## src/sv/sktbl_pkg.sv

```systemverilog
`default_nettype none

package sktbl_pkg;

  localparam int unsigned DEPTH        = 256;
  localparam int unsigned KEY_BYTES    = 8;
  localparam int unsigned VALUE_DIGITS = 10;

  localparam int unsigned KeyW = 8 * KEY_BYTES;
  localparam int unsigned ValW = 4 * VALUE_DIGITS;
  localparam int unsigned IdxW = $clog2(DEPTH);
  localparam int unsigned CntW = $clog2(DEPTH + 1);

  // port field widths
  localparam int unsigned OpW     = 2;
  localparam int unsigned KeyInW  = 64;
  localparam int unsigned DigitsW = 40;
  localparam int unsigned PosW    = 8;
  localparam int unsigned StatusW = 2;
  localparam int unsigned SlotW   = 9;
  localparam int unsigned TotalW  = 9;

  // common width for comparing a position against the fill count
  localparam int unsigned CmpW = (CntW > PosW) ? CntW : PosW;

  typedef enum logic [OpW-1:0] {
    OP_INSERT = 2'd0,
    OP_DELETE = 2'd1,
    OP_SEARCH = 2'd2
  } op_e;

  typedef enum logic [StatusW-1:0] {
    ST_OK        = 2'd0,
    ST_FULL      = 2'd1,
    ST_BAD_POS   = 2'd2,
    ST_NOT_FOUND = 2'd3
  } status_e;

  typedef struct packed {
    logic            cmp;
    logic            ins;
    logic            del;
    logic [CntW-1:0] cnt;
    logic [PosW-1:0] pos;
  } cell_ctrl_t;

endpackage

`default_nettype wire

```

## src/sv/sktbl_cell.sv

```systemverilog
`default_nettype none

module sktbl_cell import sktbl_pkg::*; (
  input  wire logic            clk_i,
  input  wire logic            rst_ni,
  input  wire logic [IdxW-1:0] cell_idx_i,
  input  wire cell_ctrl_t      ctrl_i,
  input  wire logic [KeyW-1:0] new_key_i,
  input  wire logic [ValW-1:0] new_val_i,
  input  wire logic [KeyW-1:0] left_key_i,
  input  wire logic [ValW-1:0] left_val_i,
  input  wire logic            left_lt_i,
  input  wire logic [KeyW-1:0] right_key_i,
  input  wire logic [ValW-1:0] right_val_i,
  output logic      [KeyW-1:0] key_o,
  output logic      [ValW-1:0] val_o,
  output logic                 lt_o,
  output logic                 bound_o,
  output logic                 match_o
);

  logic [KeyW-1:0] key_q, key_d;
  logic [ValW-1:0] val_q, val_d;
  logic            lt_q, eq_q;
  logic            occupied;
  logic            at_or_after_pos;

  assign occupied        = CntW'(cell_idx_i) < ctrl_i.cnt;
  assign at_or_after_pos = CmpW'(cell_idx_i) >= CmpW'(ctrl_i.pos);

  // first cell whose key is not below the search key: the lower bound
  assign bound_o = left_lt_i & ~lt_q;
  assign match_o = bound_o & eq_q;

  always_comb begin
    key_d = key_q;
    val_d = val_q;
    if (ctrl_i.ins) begin
      if (bound_o) begin
        key_d = new_key_i;
        val_d = new_val_i;
      end else if (!lt_q) begin
        key_d = left_key_i;
        val_d = left_val_i;
      end
    end else if (ctrl_i.del && at_or_after_pos) begin
      key_d = right_key_i;
      val_d = right_val_i;
    end
  end

  always_ff @(posedge clk_i or negedge rst_ni) begin
    if (!rst_ni) begin
      lt_q <= 1'b0;
      eq_q <= 1'b0;
    end else if (ctrl_i.cmp) begin
      lt_q <= occupied && (key_q < new_key_i);
      eq_q <= occupied && (key_q == new_key_i);
    end
  end

  always_ff @(posedge clk_i) begin
    key_q <= key_d;
    val_q <= val_d;
  end

  assign key_o = key_q;
  assign val_o = val_q;
  assign lt_o  = lt_q;

endmodule

`default_nettype wire

```

## config.mk

```make
export PLATFORM = sky130hd
export DESIGN_NAME = sktbl_cell
export DESIGN_NICKNAME = d
export VERILOG_FILES = /design/src/sv/sktbl_pkg.sv /design/src/sv/sktbl_cell.sv
export SDC_FILE = /design/constraint.sdc
export NUM_CORES = 1
export LEC_CHECK = 0
export BUFFER_PORTS_ARGS = -buffer_cell sky130_fd_sc_hd__buf_2
export CORE_AREA = 10 10 168 170
export DETAILED_ROUTE_END_ITERATION = 10
export DIE_AREA = 0 0 178 180
export HOLD_SLACK_MARGIN = 0.1
export PLACE_DENSITY = 0.58
export SYNTH_ARGS = -nofsm -noshare
export SYNTH_HDL_FRONTEND = slang
export SYNTH_SLANG_ARGS = --single-unit
```

## constraint.sdc

```tcl
create_clock -name clk_i -period 5.1 [get_ports clk_i]
set_input_delay 1.02 -clock clk_i [delete_from_list [all_inputs] [get_ports clk_i]]
set_output_delay 1.02 -clock clk_i [all_outputs]
set_load 0.01 [all_outputs]
```

* Yosys cells after proc, flatten, opt, wreduce, memory -nomap -nowiden *
Cells that the tools add are included.

cells by class
  $add $sub $neg = 0
  multiply operators = 0
  div/mod/pow operators = 0
  order comparisons = 3
  equal/unequal tests = 2
  shift operators = 0
  muxes and demuxes = 8
  bitwise logic cells = 3
  reduce and logical (&&, ||, !) cells = 5

operators by type and width
  cell                                           count
  64-bit two-way mux                             4
  40-bit two-way mux                             4
  64-bit equality test                           1
  64-bit < comparator                            1
  8-bit by 9-bit < comparator with 1-bit output  1
  8-bit >= comparator                            1
  1-bit logical AND                              3
  3-bit inequality test, second input constant   1
  1-bit bitwise AND                              2
  2-bit AND reduction                            1
  2-bit nonzero test                             1
  1-bit inverter                                 1

storage, ports and cells
  register bits = 106
  latch bits = 0
  memory bits (writable) = 0
  ROM bits = 0
  input bits = 343
  output and inout bits = 107
  logic and storage cells = 25
  memories kept = 0

* Longest topological paths before layout *
Gate-level depths: netlist of run 1.

  depth after elaboration = 4
  mapped depth = 8

* Worst setup path after synthesis of run 1 *
No wires, ideal clock.

  kind = input -> register
  start point = input cell_idx_i[0]
  end point = register key_q[0], in the netlist key_o[0] (enable)
  library setup time = 0.710 ns
  arrival = 9.016 ns
  slack = -4.627 ns
  stages = 8
  buffers on the path = 0
  path through = inv_1 ha_1 nand2b_1 a21o_1 a21o_1 a21o_1 a21oi_1 o21ai_0

on the way
  cells in the longest elaborated chain, start to end = 4

RTL lines
  what                           RTL line          source
  start: declaration             sktbl_cell.sv:6   input wire logic [IdxW-1:0] cell_idx_i,
  8-bit >= comparator            sktbl_cell.sv:29  assign at_or_after_pos = CmpW'(cell_idx_i) >= CmpW'(ctrl_i.pos);
  1-bit logical AND              sktbl_cell.sv:46  end else if (ctrl_i.del && at_or_after_pos) begin
  2-bit nonzero test (no line)   -
  2-bit AND reduction (no line)  -
  end signal: assignment         sktbl_cell.sv:63  key_q <= key_d;
  end: declaration               sktbl_cell.sv:22  logic [KeyW-1:0] key_q, key_d;

Every way passes these cells.
A chain may end at the register's enable or synchronous reset.

* Worst setup path after layout of run 1 *
  start point = input left_lt_i
  end point = output bound_o

on the way
  cells in the longest elaborated chain, start to end = 1

RTL lines
  what                RTL line          source
  start: declaration  sktbl_cell.sv:12  input wire logic left_lt_i,
  1-bit bitwise AND   sktbl_cell.sv:32  assign bound_o = left_lt_i & ~lt_q;
  end: declaration    sktbl_cell.sv:18  output logic bound_o,

Every way passes these cells.

==> results of run 1 <==
==> critical path, stage by stage <==
cell     delay, ns
buf_2         0.08
nor2b_4       0.14
buf_4         0.38
buf_2         0.22
==> synth_stat cells <==
master / count / area (sq um)
a21oi_1: 132 / 661
nor2_1: 112 / 420
edfxtp_1: 104 / 3120
mux2i_1: 104 / 1040
inv_1: 83 / 312
ha_1: 79 / 988
clkbuf_1: 24 / 90.1
nand2_1: 18 / 67.6
buf_2: 11 / 55.1
nand3_1: 10 / 50.1
nand4_1: 9 / 56.3
o21ai_0: 8 / 40.0
a21o_1: 7 / 52.6
and4_1: 6 / 52.6
a221oi_1: 4 / 35.0
a211oi_1: 2 / 15.0
a221o_1: 2 / 20.0
a22o_1: 2 / 17.5
and2_1: 2 / 12.5
dfrtp_1: 2 / 50.1
nand2b_1: 2 / 12.5
a211o_1: 1 / 8.76
a21boi_0: 1 / 7.51
a221oi_2: 1 / 15.0
a31oi_1: 1 / 6.26
and2_0: 1 / 6.26
and3_1: 1 / 6.26
and4b_1: 1 / 10.0
nor2b_1: 1 / 6.26
nor3_1: 1 / 5.00
nor3b_1: 1 / 7.51
nor4_1: 1 / 6.26
o2111ai_1: 1 / 8.76
o21ai_1: 1 / 5.00
o311ai_0: 1 / 8.76
o32ai_2: 1 / 16.3
==> layer usage <==
metal  GRT usage (%)  up-vias
li1                -     3511
met1            19.7     3178
met2            30.5      268
met3            4.90       22
met4            4.20        0
met5               0        -
==> registers in the layout, summed over array words and instances, names as in the netlist <==
register / count
key_o: 64
eq_q: 1
val_o: 40
lt_o: 1
==> logic make-up (layout without fill, tap and decap cells) <==
group | Yosys count | in the layout | share of synthesized area (%)
multiplexers | 104 | 104 | 14.3
AND/OR/NAND/NOR | 166 | 166 | 9.86
flip-flops | 106 | 106 | 43.5
AO/OA/AOI/OAI | 165 | 165 | 12.6
buffers and inverters | 118 | 554 | 6.26
adder cells (fa/ha/maj) | 79 | 79 | 13.5
==> final cells by class <==
class | count | area [sq um] | area share (%)
Timing Repair Buffer | 455 | 2310 | 22.6
Tap cell | 330 | 413 | 4.05
Clock inverter | 7 | 85.1 | 0.834
Sequential cell | 106 | 3170 | 31.1
Multi-Input combinational cell | 514 | 3680 | 36.1
Inverter | 83 | 312 | 3.05
Clock buffer | 9 | 225 | 2.21
==> per-stage QoR <==
step | util, % | instances | instance area (sq um) | power (uW)
2_1_floorplan | - | 738 | 7300 | 1620
3_3_place_gp | 39.7 | 1488 | 9890 | 2000
3_5_place_dp | 39.7 | 1488 | 9890 | 2010
4_1_cts | 41.0 | 1504 | 10200 | 2780
5_1_grt | 41.0 | 1504 | 10200 | 2910
6_report | 41.0 | 1504 | 10200 | 2740
==> where the power goes <==
part / internal (uW) / leakage, uW / switching [uW]
sequential: 1100 / 0.00101 / 50.8
clock: 392 / 0.000146 / 364
combinational: 363 / 0.00391 / 465
==> final timing paths <==
check | endpoint | slack, ns
max | bound_o | 2.24
min | eq_q | 0.45
max reg2reg | val_o[17] | 2.69
min reg2reg | eq_q | 0.63
max in group asynchronous | lt_o | 4.56
min in group clk_i | eq_q | 0.63
==> impl_metrics.py, run 1 <==
metrics = {
    "run_status": {
        "status": "complete, no violations",
    },
    "synth": {
        "syn_area_sq_mm": 0.00730,
        "yosys_warnings": 0,
        "synth.yosys.seq_area_share_pct": 43.5,
        "synth-seq-cells": 106,
        "syn_nets": 1160,
        "syn_inst": 738,
        "synth_cell_types": 36,
        "syn-mean-instance-area_sq_um": 9.89,
    },
    "route": {
        "dr.max_layer_used": "met4",
        "drtAntennaViolNets": 0,
        "wire_per_inst_um": 19.2,
        "vias": 6979,
        "avgViaCountPerCell": 4.64,
        "drtPass1Iterations": 5,
        "routed_wl_mm": 28.9,
        "wl_met1_mm": 11.5,
        "wl_met3_mm": 2.23,
        "drc": 0,
        "drt-initial-drc-count": 236,
        "dr_wl_met2_mm": 14.7,
    },
    "clock_network": {
        "cts.htree.levels": 3,
        "path_clk_slew_ns": 0.07,
        "postCtsSetupBuffers": 0,
        "cts_tree": "built",
        "cts_buffers": 9,
        "hold_buffers": 0,
        "clock-sinks": 106,
        "post_cts_resized": 0,
        "clockRootBuffer": "clkbuf_16",
        "clk_latency_ns": 0.35,
        "clock_path_buffers": 2,
    },
    "cells_and_area": {
        "layout_commonest_cell": "buf_2",
        "n_antenna_cell": 0,
        "layout_common_cells": "448 x buf_2, 132 x a21oi_1, 112 x nor2_1",
        "drive_gt1_share_pct": 40.5,
        "nets": 1591,
        "area.growth.synth_to_final_pct": 39.9,
        "fillerInstances": 2577,
    },
    "worst_setup_path": {
        "cp_max_fo": 21,
        "critPathLaunch": "left_lt_i",
        "cp-start-kind": "input port",
        "crit_arrival_ns": 1.84,
        "rr_worst_depth": 5,
        "crit_path_end_kind": "output pin",
        "worstPathRequired_ns": 4.08,
        "reg2reg_from": "lt_o",
        "critical_path_class": "in2out",
    },
    "timing": {
        "finClkSkew_ns": 0.0124,
        "postLayoutSetupSlackWorst_ns": 2.24,
        "rsz0062_at_grt": "no",
        "finalCriticalPeriod_ns": 2.86,
        "setup_viol": 0,
        "worst_hold_slack_ns": 0.447,
        "report.final.slew_viol_count": 0,
        "slew_headroom_pct": 40.9,
        "final.setup.tns_ns": 0,
        "finalCritPeriodShare_pct": 56.2,
        "max_freq_mhz": 349,
        "hold_violations": 0,
        "tightest_slew_ns": 0.887,
    },
    "power_and_ir_drop": {
        "peakVddDrop_mv": 0.137,
        "p_leak_uw": 0.00506,
        "powerDensity_mw_per_mm2": 268,
    },
    "min_path": {
        "hold_class": "in2async",
    },
    "floorplan": {
        "rows": 58,
        "dieHeight_um": 180,
        "die_area_sq_mm": 0.0320,
        "core_sq_mm": 0.0249,
        "start_util_pct": 29.3,
        "ios": 450,
        "die_width_um": 178,
    },
    "grt": {
        "grt_overflow": 0,
        "grt_usage_pct": 17.2,
        "antenna_found_initial": 0,
        "grt_max_degree": 105,
        "grt_pass1_wl_mm": 42.8,
        "grt_pass1_vias": 7438,
    },
    "placement": {
        "port_buffers": 449,
        "hpwlAfterDp_mm": 24.5,
        "place_ws_ns": 1.98,
        "place_congestion": 0.902,
    },
    "run": {
        "maxCapViolCount": 0,
    },
}
(Power assumes the default switching activity.)
==> run 2, diff against run 1 <==
--- a/config.mk
+++ b/config.mk
@@ -6,11 +6,11 @@
 export NUM_CORES = 1
 export LEC_CHECK = 0
 export BUFFER_PORTS_ARGS = -buffer_cell sky130_fd_sc_hd__buf_2
-export CORE_AREA = 10 10 168 170
+export CORE_AREA = 10 10 165 167
 export DETAILED_ROUTE_END_ITERATION = 10
-export DIE_AREA = 0 0 178 180
+export DIE_AREA = 0 0 175 177
 export HOLD_SLACK_MARGIN = 0.1
-export PLACE_DENSITY = 0.58
+export PLACE_DENSITY = 0.57
 export SYNTH_ARGS = -nofsm -noshare
 export SYNTH_HDL_FRONTEND = slang
 export SYNTH_SLANG_ARGS = --single-unit
==> constraint.sdc (replaced) <==
create_clock -name clk_i -period 2.85 [get_ports clk_i]
set_input_delay 0.57 -clock clk_i [delete_from_list [all_inputs] [get_ports clk_i]]
set_output_delay 0.57 -clock clk_i [all_outputs]
set_load 0.01 [all_outputs]
==> impl_metrics.py, run 2 (synthesis gave the netlist of run 1 again) <==
metrics = {
    "grt": {
        "grt_max_degree": 207,
        "grt_overflow": 0,
        "grt_pass1_wl_mm": 42.0,
        "grt_usage_pct": 17.5,
        "antenna_found_initial": 3,
        "grt_pass1_vias": 7304,
    },
    "clock_network": {
        "cts.htree.levels": 3,
        "clk_latency_ns": 0.36,
        "path_clk_slew_ns": 0.07,
        "cts_buffers": 9,
        "cts_tree": "built",
        "clockRootBuffer": "clkbuf_16",
        "hold_buffers": 1,
        "clock_path_buffers": 2,
        "clock-sinks": 106,
        "postCtsSetupBuffers": 0,
        "post_cts_resized": 0,
    },
    "floorplan": {
        "dieHeight_um": 177,
        "start_util_pct": 30.4,
        "ios": 450,
        "rows": 57,
        "die_area_sq_mm": 0.0310,
        "die_width_um": 175,
        "core_sq_mm": 0.0240,
    },
    "power_and_ir_drop": {
        "powerDensity_mw_per_mm2": 468,
        "peakVddDrop_mv": 0.227,
        "p_leak_uw": 0.00508,
    },
    "worst_setup_path": {
        "cp_max_fo": 2,
        "max_stage_delay_ns": 0.42,
        "worstPathRequired_ns": 3.10,
        "cp_num_buf_inv": 0,
        "crit_arrival_ns": 2.48,
        "cp-start-kind": "flop",
        "crit_path_end_kind": "flop",
        "crit_path_cell_trace": "ha_1 -> a21o_1 -> a221o_1 -> a221oi_2 -> o21ai_1 -> a22o_1 -> o32ai_2",
        "path_delay_family": "compound AO/OA/AOI/OAI gates",
        "critPathSlowestCell": "edfxtp_1",
        "critical_path_class": "reg2reg",
    },
    "route": {
        "drc": 0,
        "drt-initial-drc-count": 216,
        "drtPass1Iterations": 6,
        "avgViaCountPerCell": 4.58,
        "drtAntennaViolNets": 0,
        "routed_wl_mm": 28.8,
        "wire_per_inst_um": 19.1,
        "vias": 6890,
    },
    "timing": {
        "setup_viol": 0,
        "postLayoutSetupSlackWorst_ns": 0.621,
        "hold_violations": 0,
        "slew_headroom_pct": 43.3,
        "rsz0062_at_grt": "no",
        "finClkSkew_ns": 0.0153,
        "tightest_slew_ns": 0.851,
        "finalCritPeriodShare_pct": 78.2,
        "max_freq_mhz": 449,
        "finalCriticalPeriod_ns": 2.23,
        "report.final.slew_viol_count": 0,
    },
    "cells_and_area": {
        "largest_register_ffs": 64,
        "drive_gt1_share_pct": 40.6,
        "fillerInstances": 2443,
        "layout_common_cells": "448 x buf_2, 131 x a21oi_1, 112 x nor2_1",
        "layout_commonest_cell": "buf_2",
        "fin_util_pct": 42.8,
        "nets": 1593,
        "area.growth.synth_to_final_pct": 40.5,
    },
    "placement": {
        "place_ws_ns": 0.302,
        "hpwlAfterDp_mm": 24.4,
        "port_buffers": 449,
        "place_congestion": 0.870,
    },
    "run": {
        "maxCapViolCount": 0,
    },
    "run_status": {
        "status": "complete, no violations",
    },
    "min_path": {
        "hold_class": "in2reg",
    },
}
run 2: cell types whose count changed in the layout (fill, tap and decap cells not counted), sizes merged:
cell         previous run  this run
buf                   455       456
bufinv                  1         0
clkbuf                  9        10
clkinv                  1         3
clkinvlp                2         0
diode                   0         3
dlygate4sd3             0         1
run 2: final timing paths:
check	slack [ns]	cells past startpoint	start	to
setup / recovery	0.62	7	key_o[33]	lt_o
hold / removal	0.43	2	ctrl_i[19]	lt_o
setup reg to reg	0.62	7	key_o[33]	lt_o
hold reg to reg	0.53	1	eq_q	eq_q
max in group asynchronous	2.17	2	rst_ni	lt_o
min in group asynchronous	0.59	2	rst_ni	eq_q
run 2: through the flow:
stage / instances / hold slack, ns / TNS [ns] / area, sq um / total power, uW
CTS: 1500 / 0.413 / 0 / 10200 / 4890
finish: 1503 / 0.434 / 0 / 10300 / 4800
global placement: 1483 / 0.358 / 0 / 9950 / 3600
global route: 1502 / 0.428 / 0 / 10300 / 5110
detailed placement: 1483 / 0.361 / 0 / 9950 / 3620
floorplan: 738 / 0.274 / -55.86 / 7330 / 2900
run 2: power by group:
part	internal, uW	switching [uW]	leakage (uW)	total, uW
sequential	1970	79.4	0.00101	2050
combinational	668	844	0.00393	1510
clock	615	621	0.000141	1240
run 2: worst register-to-register path: stages, from the launching register on:
cell	delay, ns
edfxtp_1	0.42
ha_1	0.31
a21o_1	0.16
a221o_1	0.33
a221oi_2	0.31
o21ai_1	0.16
a22o_1	0.27
o32ai_2	0.19
run 2: final cells by class:
| cell class | count | area, sq um | area share, % |
|---|---|---|---|
| multi-input combinational | 514 | 3700 | 36.1 |
| sequential | 106 | 3170 | 30.9 |
| timing repair buffer | 457 | 2370 | 23.1 |
| tap | 324 | 405 | 3.95 |
| inverter | 83 | 314 | 3.06 |
| clock buffer | 10 | 229 | 2.23 |
| clock inverter | 6 | 57.6 | 0.561 |
| antenna | 3 | 7.51 | 0.0732 |
run 2: metal layers:
metal	global-route usage (%)	wire length, um	up-vias
met5	0	11	-
met4	4.52	433	2
met2	32.4	15100	265
li1	-	-	3531
met1	18.8	11100	3071
met3	5.55	2110	21
